**config.mk**
```make
export PLATFORM = sky130hd
export DESIGN_NAME = factorize_and_count_exponent_steps
export DESIGN_NICKNAME = d
export VERILOG_FILES = /design/src/design/fces_pkg.sv /design/src/design/factorize_and_count_exponent_steps.sv
export VERILOG_INCLUDE_DIRS = /design/src /design/src/design
export SDC_FILE = /design/constraint.sdc
export NUM_CORES = 1
export LEC_CHECK = 0
export ABC_AREA = 0
export BUFFER_PORTS_ARGS = -buffer_cell sky130_fd_sc_hd__buf_2
export CAP_MARGIN = 5
export CELL_PAD_IN_SITES_DETAIL_PLACEMENT = 1
export CELL_PAD_IN_SITES_GLOBAL_PLACEMENT = 1
export CORE_UTILIZATION = 40
export DETAILED_ROUTE_END_ITERATION = 12
export MAX_ROUTING_LAYER = met4
export PLACE_DENSITY = 0.71
export SLEW_MARGIN = 10
export SYNTH_ARGS = -nofsm -noshare
export SYNTH_HDL_FRONTEND = slang
export SYNTH_SLANG_ARGS = --single-unit
```
**constraint.sdc**
```tcl
create_clock -name clk -period 18.67 [get_ports clk]
set_input_delay 0 -clock clk [delete_from_list [all_inputs] [get_ports clk]]
set_output_delay 0 -clock clk [all_outputs]
set_load 0.01 [all_outputs]
```
**src/design/assert_macros.svh**
```systemverilog
// Assertion macros used by the factorizer top level.
`ifndef ASSERT_MACROS_SVH
`define ASSERT_MACROS_SVH

// The consequent must hold in the same cycle as the antecedent.
`define ASSERT_SAME(label, clk, rst_n, ante, cons, msg) \
	label: assert property (@(posedge clk) disable iff (!rst_n) (ante) |-> (cons)) \
		else $error(msg);

// The consequent must hold in the cycle after the antecedent.
`define ASSERT_NEXT(label, clk, rst_n, ante, cons, msg) \
	label: assert property (@(posedge clk) disable iff (!rst_n) (ante) |=> (cons)) \
		else $error(msg);

`endif

```
**src/design/fces_pkg.sv**
```systemverilog
// Package with field widths and the triangular step function of the factorizer.
`timescale 1ns / 1ps
`default_nettype none

package fces_pkg;

	localparam int PRIME_W = 32;
	localparam int EXP_W   = 5;
	localparam int STEP_W  = 3;
	localparam int TOTAL_W = 5;

	typedef logic [EXP_W-1:0]  exp_t;
	typedef logic [STEP_W-1:0] step_t;

	// Largest k with k(k+1)/2 not above the exponent.
	function automatic step_t tri_steps(input exp_t e);
		step_t k;
		k = '0;
		if (e >= EXP_W'(1))  k = STEP_W'(1);
		if (e >= EXP_W'(3))  k = STEP_W'(2);
		if (e >= EXP_W'(6))  k = STEP_W'(3);
		if (e >= EXP_W'(10)) k = STEP_W'(4);
		if (e >= EXP_W'(15)) k = STEP_W'(5);
		if (e >= EXP_W'(21)) k = STEP_W'(6);
		if (e >= EXP_W'(28)) k = STEP_W'(7);
		return k;
	endfunction

endpackage

`default_nettype wire

```
**src/design/factorize_and_count_exponent_steps.sv**
```systemverilog
// Trial-division prime factorizer with triangular step count, top level.
//
//   channel   handshake            payload
//   request   start / busy         value
//   result    result_valid strobe  prime, exponent, steps, running_total, last
//
// A request is taken when start is high and busy is low; busy stays high until
// the final result has been issued. Factors of two are stripped at one bit per cycle.
// Each odd trial divisor is run through the shared restoring divider and then checked in
// the evaluation state; values 0 and 1 are answered straight from idle.
// Reset clears the sequencer and the result strobe. Results cannot be stalled.
`timescale 1ns / 1ps
`default_nettype none
`include "assert_macros.svh"

module factorize_and_count_exponent_steps
	import fces_pkg::*;
#(
	parameter int VALUE_BITS = 32
) (
	input  wire logic                clk,
	input  wire logic                arst_n,
	input  wire logic                start,
	output logic                     busy,
	input  wire logic [31:0]         value,
	output logic                     result_valid,
	output logic [PRIME_W-1:0]       prime,
	output logic [EXP_W-1:0]         exponent,
	output logic [STEP_W-1:0]        steps,
	output logic [TOTAL_W-1:0]       running_total,
	output logic                     last
);

	localparam int CNT_W = $clog2(VALUE_BITS);

	localparam logic [2:0] S_IDLE  = 3'd0;
	localparam logic [2:0] S_TWOS  = 3'd1;
	localparam logic [2:0] S_DIV   = 3'd2;
	localparam logic [2:0] S_EVAL  = 3'd3;
	localparam logic [2:0] S_FLUSH = 3'd4;
	localparam logic [2:0] S_FINAL = 3'd5;

	logic [2:0]            state_q;
	logic [VALUE_BITS-1:0] n_q;
	logic [VALUE_BITS-1:0] f_q;
	logic [VALUE_BITS-1:0] rem_q;
	logic [VALUE_BITS-1:0] quo_q;
	logic [CNT_W-1:0]      cnt_q;
	exp_t                  e_q;
	logic                  chk_q;
	logic                  pend_valid_q;
	logic [PRIME_W-1:0]    pend_prime_q;
	exp_t                  pend_exp_q;
	logic [TOTAL_W-1:0]    total_q;

	logic [VALUE_BITS-1:0] n_in;
	logic [VALUE_BITS:0]   trial;
	logic                  short_en;
	logic                  push_en;
	logic [PRIME_W-1:0]    push_prime;
	exp_t                  push_exp;
	logic                  emit_en;
	logic                  emit_last;
	step_t                 emit_steps;
	logic [TOTAL_W-1:0]    emit_total;

	assign busy     = (state_q != S_IDLE);
	assign n_in     = VALUE_BITS'(value);
	assign trial    = {rem_q, quo_q[VALUE_BITS-1]} - {1'b0, f_q};
	assign short_en = (state_q == S_IDLE) && start && (n_in <= VALUE_BITS'(1));

	always_comb begin
		push_en    = 1'b0;
		push_prime = '0;
		push_exp   = '0;
		unique case (state_q)
			S_TWOS: begin
				if (n_q[0] && (e_q != '0)) begin
					push_en    = 1'b1;
					push_prime = PRIME_W'(2);
					push_exp   = e_q;
				end
			end
			S_EVAL: begin
				if (!chk_q && (rem_q != '0)) begin
					push_en    = 1'b1;
					push_prime = PRIME_W'(f_q);
					push_exp   = e_q;
				end
			end
			S_FLUSH: begin
				if (n_q > VALUE_BITS'(1)) begin
					push_en    = 1'b1;
					push_prime = PRIME_W'(n_q);
					push_exp   = EXP_W'(1);
				end
			end
			default: begin
			end
		endcase
		emit_last  = (state_q == S_FINAL);
		emit_en    = (push_en && pend_valid_q) || emit_last;
		emit_steps = tri_steps(pend_exp_q);
		emit_total = total_q + TOTAL_W'(emit_steps);
	end

	always_ff @(posedge clk or negedge arst_n) begin
		if (!arst_n) begin
			state_q      <= S_IDLE;
			result_valid <= 1'b0;
			pend_valid_q <= 1'b0;
			chk_q        <= 1'b0;
		end else begin
			result_valid <= emit_en || short_en;
			if (emit_en) begin
				prime         <= pend_prime_q;
				exponent      <= pend_exp_q;
				steps         <= emit_steps;
				running_total <= emit_total;
				last          <= emit_last;
				total_q       <= emit_total;
			end
			if (push_en) begin
				pend_valid_q <= 1'b1;
				pend_prime_q <= push_prime;
				pend_exp_q   <= push_exp;
			end
			unique case (state_q)
				S_IDLE: begin
					if (start) begin
						if (n_in <= VALUE_BITS'(1)) begin
							prime         <= '0;
							exponent      <= '0;
							steps         <= '0;
							running_total <= '0;
							last          <= 1'b1;
						end else begin
							n_q          <= n_in;
							e_q          <= '0;
							total_q      <= '0;
							pend_valid_q <= 1'b0;
							state_q      <= S_TWOS;
						end
					end
				end
				S_TWOS: begin
					if (!n_q[0]) begin
						n_q <= n_q >> 1;
						e_q <= e_q + EXP_W'(1);
					end else begin
						e_q     <= '0;
						f_q     <= VALUE_BITS'(3);
						chk_q   <= 1'b1;
						rem_q   <= '0;
						quo_q   <= n_q;
						cnt_q   <= '0;
						state_q <= S_DIV;
					end
				end
				S_DIV: begin
					if (trial[VALUE_BITS]) begin
						rem_q <= {rem_q[VALUE_BITS-2:0], quo_q[VALUE_BITS-1]};
						quo_q <= {quo_q[VALUE_BITS-2:0], 1'b0};
					end else begin
						rem_q <= trial[VALUE_BITS-1:0];
						quo_q <= {quo_q[VALUE_BITS-2:0], 1'b1};
					end
					cnt_q <= cnt_q + CNT_W'(1);
					if (cnt_q == CNT_W'(VALUE_BITS - 1)) begin
						state_q <= S_EVAL;
					end
				end
				S_EVAL: begin
					if (chk_q && (f_q > quo_q)) begin
						state_q <= S_FLUSH;
					end else begin
						rem_q   <= '0;
						cnt_q   <= '0;
						state_q <= S_DIV;
						if (rem_q == '0) begin
							n_q   <= quo_q;
							quo_q <= quo_q;
							chk_q <= 1'b0;
							e_q   <= chk_q ? EXP_W'(1) : e_q + EXP_W'(1);
						end else begin
							quo_q <= n_q;
							f_q   <= f_q + VALUE_BITS'(2);
							chk_q <= 1'b1;
							e_q   <= '0;
						end
					end
				end
				S_FLUSH: begin
					state_q <= S_FINAL;
				end
				S_FINAL: begin
					pend_valid_q <= 1'b0;
					state_q      <= S_IDLE;
				end
				default: begin
					state_q <= S_IDLE;
				end
			endcase
		end
	end

	`ASSERT_SAME(a_mid_result_busy, clk, arst_n, result_valid && !last, busy,
		"A result that is not the last one appeared while idle.")
	`ASSERT_NEXT(a_start_answered, clk, arst_n, start && !busy,
		busy || (result_valid && last),
		"An accepted request neither started work nor gave its result.")
	`ASSERT_SAME(a_divisor_odd, clk, arst_n, state_q == S_DIV, f_q[0],
		"The trial divisor is even during a division.")
	`ASSERT_SAME(a_final_pending, clk, arst_n, state_q == S_FINAL, pend_valid_q,
		"The final result is missing when the request completes.")

endmodule

`default_nettype wire

```
# After elaboration in Yosys (flattened, before gate mapping)
# Index checks and enable logic that the tools add are counted.
[word_totals]
input_bits = 35
elab_cells = 155
reg_bits = 232
output_inout_bits = 48
[op_classes]
add_sub_neg = 5
muxes = 84
n_eq_ne = 13
reduce_logical = 24
magnitude_cmp = 10
[op_table]
columns = ["op", "n"]
rows = [
  ["32-bit 2-to-1 mux", 18],
  ["32-bit case mux with 3 select lines", 4],
  ["5-bit 2-to-1 mux", 22],
  ["32-bit case mux with 2 select lines", 1],
  ["3-bit 2-to-1 mux", 15],
  ["5-bit case mux with 3 select lines", 3],
  ["33-bit by 32-bit subtractor with 33-bit output", 1],
  ["32-bit by 2-bit adder with 32-bit output (second input constant)", 1],
  ["32-bit by 1-bit > comparator with 1-bit output (second input constant)", 1],
  ["32-bit > comparator", 1],
  ["32-bit by 1-bit less-or-equal comparator with 1-bit output (second input constant)", 1],
  ["32-bit logical NOT", 1],
  ["32-bit nonzero test", 1],
  ["1-bit 2-to-1 mux", 16],
  ["3-bit case mux with 5 select lines", 1],
  ["2-bit != test (second input constant)", 7],
  ["5-bit by 1-bit adder with 5-bit output (second input constant)", 2],
  ["5-bit by 4-bit >= comparator with 1-bit output (second input constant)", 2],
  ["5-bit >= comparator (second input constant)", 2],
  ["5-bit AND reduction", 2],
  ["3-bit nonzero test", 3],
  ["4-bit AND reduction", 2],
  ["3-bit by 2-bit == test with 1-bit output (second input constant)", 2],
  ["3-bit == test (second input constant)", 2],
  ["other kinds (18)", 25],
]

# Depth between registers and ports, before layout
[logic_depth]
depth_word = 13
ltp_mapped = 14

# Least setup slack after synthesis
# Ideal clock, no wire load.
[synth_timing]
path_type = "flip-flop to flip-flop"
startpoint = "reg f_q[21]"
endpoint = "reg cnt_q[0] (enable)"
stages_incl_launch_ff = 11
arrival_ns = 6.737
path_buffers = 0
setup_slack_ns = 11.352
synth_period_minus_slack_ns = 7.318
required_time_ns = 18.089
cell_sequence = "edfxtp_1 ha_1 a21o_1 a21o_1 a21oi_1 o21ai_0 a221oi_1 o221ai_1 nand3_1 o21ai_0 nor3_1"
[synth_between]
elab_chain_len = 4
[synth_rtl]
columns = ["element", "line_no", "text"]
rows = [
  ["start, declared", "factorize_and_count_exponent_steps.sv:45", "logic [VALUE_BITS-1:0] f_q;"],
  ["start signal, assigned", "factorize_and_count_exponent_steps.sv:187", "f_q <= f_q + VALUE_BITS'(2);"],
  ["32-bit > comparator", "factorize_and_count_exponent_steps.sv:174", "if (chk_q && (f_q > quo_q)) begin"],
  ["1-bit logical AND", "factorize_and_count_exponent_steps.sv:174", ""],
  ["2-bit != test (no source line)", "--", ""],
  ["4-bit AND reduction (no source line)", "--", ""],
  ["end signal, assigned", "factorize_and_count_exponent_steps.sv:168", "cnt_q <= cnt_q + CNT_W'(1);"],
  ["end, declared", "factorize_and_count_exponent_steps.sv:48", "logic [CNT_W-1:0] cnt_q;"],
]
# Every way passes these cells.
# A chain may end at the register's enable or synchronous reset.

# Final worst setup path
[layout_timing]
startpoint = "reg rem_q[3]"
endpoint = "reg prime[0], data pin"
[layout_between]
elab_chain_len = 10
[layout_rtl]
columns = ["element", "line_no", "text"]
rows = [
  ["start, declared", "factorize_and_count_exponent_steps.sv:46", "logic [VALUE_BITS-1:0] rem_q;"],
  ["start signal, assigned", "factorize_and_count_exponent_steps.sv:162", "rem_q <= {rem_q[VALUE_BITS-2:0], quo_q[VALUE_BITS-1]};"],
  ["start signal, assigned", "factorize_and_count_exponent_steps.sv:165", "rem_q <= trial[VALUE_BITS-1:0];"],
  ["32-bit nonzero test (*)", "factorize_and_count_exponent_steps.sv:85", "if (!chk_q && (rem_q != '0)) begin"],
  ["1-bit logical AND (*)", "factorize_and_count_exponent_steps.sv:85", ""],
  ["1-bit 2-to-1 mux (*)", "factorize_and_count_exponent_steps.sv:85", ""],
  ["1-bit case mux with 3 select lines (*)", "factorize_and_count_exponent_steps.sv:76", "unique case (state_q)"],
  ["1-bit logical AND (*)", "factorize_and_count_exponent_steps.sv:102", "emit_en = (push_en && pend_valid_q) || emit_last;"],
  ["1-bit logical OR (*)", "factorize_and_count_exponent_steps.sv:102", ""],
  ["32-bit 2-to-1 mux (*)", "factorize_and_count_exponent_steps.sv:115", "if (emit_en) begin"],
  ["32-bit 2-to-1 mux", "factorize_and_count_exponent_steps.sv:131", "if (n_in <= VALUE_BITS'(1)) begin"],
  ["32-bit 2-to-1 mux", "factorize_and_count_exponent_steps.sv:130", "if (start) begin"],
  ["32-bit 2-to-1 mux (*)", "factorize_and_count_exponent_steps.sv:128", "unique case (state_q)"],
  ["end signal, assigned", "factorize_and_count_exponent_steps.sv:116", "prime <= pend_prime_q;"],
  ["end, declared", "factorize_and_count_exponent_steps.sv:27", "output logic [PRIME_W-1:0] prime,"],
]
# Mark *: on every way between the ends. The rest lies on a longest branch, timed or not.

==> impl_metrics.py <==
metrics = {
    "critical_path": {
        "critPathBufInv": 2,
        "crit_path_start_kind": "flop",
        "r2r_slack_ps": 14580,
        "critPathRequiredTime_ps": 19030,
        "timing.rr.end": "prime[0]$_DFFE_PP_",
        "crit_arrival_ps": 4450,
        "slowest_stage": "a21oi_4",
        "rr_worst_depth": 10,
        "cp-end-kind": "flop",
        "worstPathCellList": "nor4_1, nand4_1, nor2_4, buf_4, nor3_2, or3_1, a21oi_4, buf_16, nand2_1, a21oi_1",
        "crit_type": "reg2reg",
        "path_delay_family": "simple AND/OR/NAND/NOR gates",
        "reg2reg_from": "rem_q[3]$_SDFFCE_PN0P_",
        "path_max_fanout": 45,
        "cpPeakStageDelay_ps": 720,
    },
    "place": {
        "portBuffers": 82,
        "dp.cells": 1859,
        "dp_hpwl_um": 29400,
        "gp_congestion": 0.905,
    },
    "logic_synthesis": {
        "synth_compound_area_share_pct": 18.6,
        "syn_nets": 1485,
        "yosysSeqAreaShare_pct": 50.0,
        "syn_area_um2": 13800,
        "post_synth_xor_area_fraction_pct": 3.98,
        "ys_ff_latch": 231,
        "ys_types": 61,
        "synth_edf_count": 225,
        "synth-main-ff-cell": "edfxtp_1",
        "avgSynthCellArea_um2": 10.0,
        "synth_top_family_by_area": "compound AO/OA/AOI/OAI gates",
        "async_flop_share_pct": 2.60,
        "yosys.area_share.simple_pct": 14.1,
        "synthMuxAreaShare_pct": 2.32,
        "synth_warnings": 0,
        "yosys.area.top_type": "edfxtp_1",
        "synthCells": 1378,
        "synth.area.top_cells": "edfxtp_1 (49%), ha_1 (6.3%), nand2_1 (5.3%), a21oi_1 (5.2%), xnor2_1 (2.8%)",
        "synth_fa_ha_area_share_pct": 6.64,
        "synth_top_area_share_pct": 49.0,
    },
    "power_and_ir_drop": {
        "power.share.sequential_pct": 37.7,
        "switchingPower_mw": 1.01,
        "p_sw_share_pct": 40.5,
        "p_int_mw": 1.49,
        "irDropWorstVdd_uv": 81.0,
        "comb_power_share_pct": 41.5,
        "clkPwrFrac_pct": 20.8,
        "powerDensity_nw_per_um2": 157,
        "leakage_nw": 6.23,
    },
    "floorplan": {
        "io_pins": 83,
        "core-area_um2": 33700,
        "die_area_um2": 35200,
        "start_util_pct": 40.9,
        "die_w_um": 188,
        "die_h_um": 188,
        "std_cell_rows": 67,
    },
    "clock_tree": {
        "path_clk_slew_ps": 60,
        "htreeDepth": 1,
        "cts_tree": "done",
        "post_cts_buffers": 0,
        "insertion_delay_ps": 530,
        "clock_sinks": 231,
        "root_buffer": "clkbuf_16",
        "cts_buffers": 27,
        "cts_buffer_depth": 3,
    },
    "cells_and_area": {
        "utilization_pct": 47.2,
        "layout-drive-gt1-share_pct": 10.5,
        "stdcell_count": 1943,
        "final_common_cell": "edfxtp_1",
        "mostFrequentLayoutCells": "edfxtp_1 (225), nand2_1 (193), a21oi_1 (143)",
        "nets": 1581,
        "nFillCells": 3771,
        "area.growth.synth_to_final_pct": 15.3,
    },
    "route": {
        "post_drt_wl_per_cell_um": 21.9,
        "first_iter_violations": 783,
        "routed_wl_um": 42600,
        "post-route-drc-count": 0,
        "vias": 11500,
        "via_per_inst": 5.90,
        "postRouteAntennaNets": 0,
        "dr.pass1.iters": 5,
    },
    "global_route": {
        "grt_max_degree": 70,
        "grt_pass1_wl_um": 67000,
        "antenna_found_initial": 1,
        "grtUsageTotal_pct": 24.7,
        "first_global_vias": 11800,
        "gr-total-overflow": 0,
    },
    "outcome": {
        "status": "complete, no violations",
    },
    "hold_path": {
        "hold_end": "state_q[0]$_DFFE_PN0P_",
        "hp-class": "in2reg",
        "holdPathStages": 4,
        "min_from": "start",
    },
    "sta": {
        "fin_crit_sh_pct": 21.9,
        "fmax_mhz": 245,
        "finalSetupViolCount": 0,
        "fin_setup_tns_ps": 0,
        "period_needed_ps": 4090,
        "worst_slew_pin_slew_ps": 1050,
        "drv_slew": 0,
        "hold_ws_ps": 106,
        "slew_headroom_pct": 30.2,
        "grt_setup_unrepaired": "false",
        "final_hold_viol_count": 0,
        "finClkSkew_ps": 16.8,
    },
    "job": {
        "cap_viol_max_count": 0,
    },
}
-- power by group through the flow --
stage          Combinational (mW)  Clock (mW)  Sequential (mW)
6_report                     1.04       0.521            0.944
5_1_grt                      1.16       0.548            0.961
4_1_cts                      1.04       0.530            0.940
3_5_place_dp                 1.02           0            0.949
3_3_place_gp                0.987           0            0.944
2_1_floorplan               0.736           0            0.908
-- cell usage after synthesis (7+ instances only) --
| library cell | count |
|---|---|
| edfxtp_1 | 225 |
| nand2_1 | 194 |
| a21oi_1 | 143 |
| nor2_1 | 93 |
| inv_1 | 82 |
| ha_1 | 70 |
| o21ai_0 | 65 |
| clkbuf_1 | 50 |
| a21o_1 | 46 |
| xnor2_1 | 44 |
| a22o_1 | 32 |
| mux2i_1 | 32 |
| nor3_1 | 27 |
| nor4_1 | 27 |
| nand3_1 | 23 |
| nand4_1 | 22 |
| o22ai_1 | 22 |
| a221o_1 | 19 |
| xor2_1 | 15 |
| a22oi_1 | 13 |
| a211oi_1 | 11 |
| buf_2 | 10 |
| or3_1 | 9 |
| and3_1 | 8 |
| o21a_1 | 8 |
| and2_1 | 7 |
-- stage by stage --
stage / setup WS [ps] / power (mW) / area [um^2]
2_1_floorplan: 11350 / 1.64 / 13800
4_1_cts: 14190 / 2.51 / 15900
3_5_place_dp: 14190 / 1.97 / 14700
3_3_place_gp: 14370 / 1.93 / 14700
5_1_grt: 14260 / 2.66 / 15900
6_report: 14580 / 2.51 / 15900
-- sequential cells by signal (all words and copies together), names as in the netlist, 31 cells and up --
name	cells
prime	32
f_q	31
n_q	32
quo_q	32
rem_q	32
pend_prime_q	32
-- worst max-delay path by stage --
| stage | depth (start not counted) | end | startpoint |
|---|---|---|---|
| after floorplan | 10 | cnt_q[0]$_SDFFCE_PN0P_ | f_q[21]$_SDFFCE_PN0P_ |
| after global placement | 10 | total_q[1]$_DFFE_PP_ | rem_q[3]$_SDFFCE_PN0P_ |
| after detailed placement | 10 | total_q[1]$_DFFE_PP_ | rem_q[3]$_SDFFCE_PN0P_ |
| after CTS | 10 | total_q[1]$_DFFE_PP_ | rem_q[3]$_SDFFCE_PN0P_ |
| after global routing | 10 | total_q[1]$_DFFE_PP_ | rem_q[3]$_SDFFCE_PN0P_ |
| final | 10 | prime[0]$_DFFE_PP_ | rem_q[3]$_SDFFCE_PN0P_ |
-- routing by layer --
layer / vias up / routed length (um) / track usage, %
met4: 0 / 1130 / 7.41
met3: 67 / 2270 / 2.92
met1: 5749 / 18900 / 32.4
met5: - / 0 / -
met2: 362 / 20300 / 40.0
li1: 5292 / - / -
-- cells by family after synthesis --
group | count (synthesis)
multiplexers | 32
flip-flops | 231
AND/OR/NAND/NOR | 432
adder cells (fa/ha/maj) | 72
AO/OA/AOI/OAI | 398
buffers and inverters | 152
XOR/XNOR | 61
-- worst reg2reg max path, stage by stage (launching register included) --
cell and delay (ps):
edfxtp_1 430, nor4_1 510, nand4_1 430, nor2_4 200, buf_4 630, nor3_2 110, or3_1 420, a21oi_4 720
buf_16 250, nand2_1 80, a21oi_1 150
-- final cells by class --
type / instances / area, um^2 / share of cell area, %
Clock buffer: 35 / 706 / 4.43
Inverter: 83 / 312 / 1.96
Clock inverter: 14 / 148 / 0.928
Antenna cell: 1 / 2.50 / 0.0157
Multi-Input combinational cell: 995 / 6360 / 40.0
Sequential cell: 231 / 6910 / 43.4
Tap cell: 448 / 561 / 3.52
Timing Repair Buffer: 136 / 918 / 5.77
-- timing repair --
item / 4_1_cts / 5_1_grt
hold buffers: 33 / 0
hold endpoints to repair: 38 / 0
gates resized for setup: 0 / 0
No activity file was read; power rests on OpenSTA's default activity.
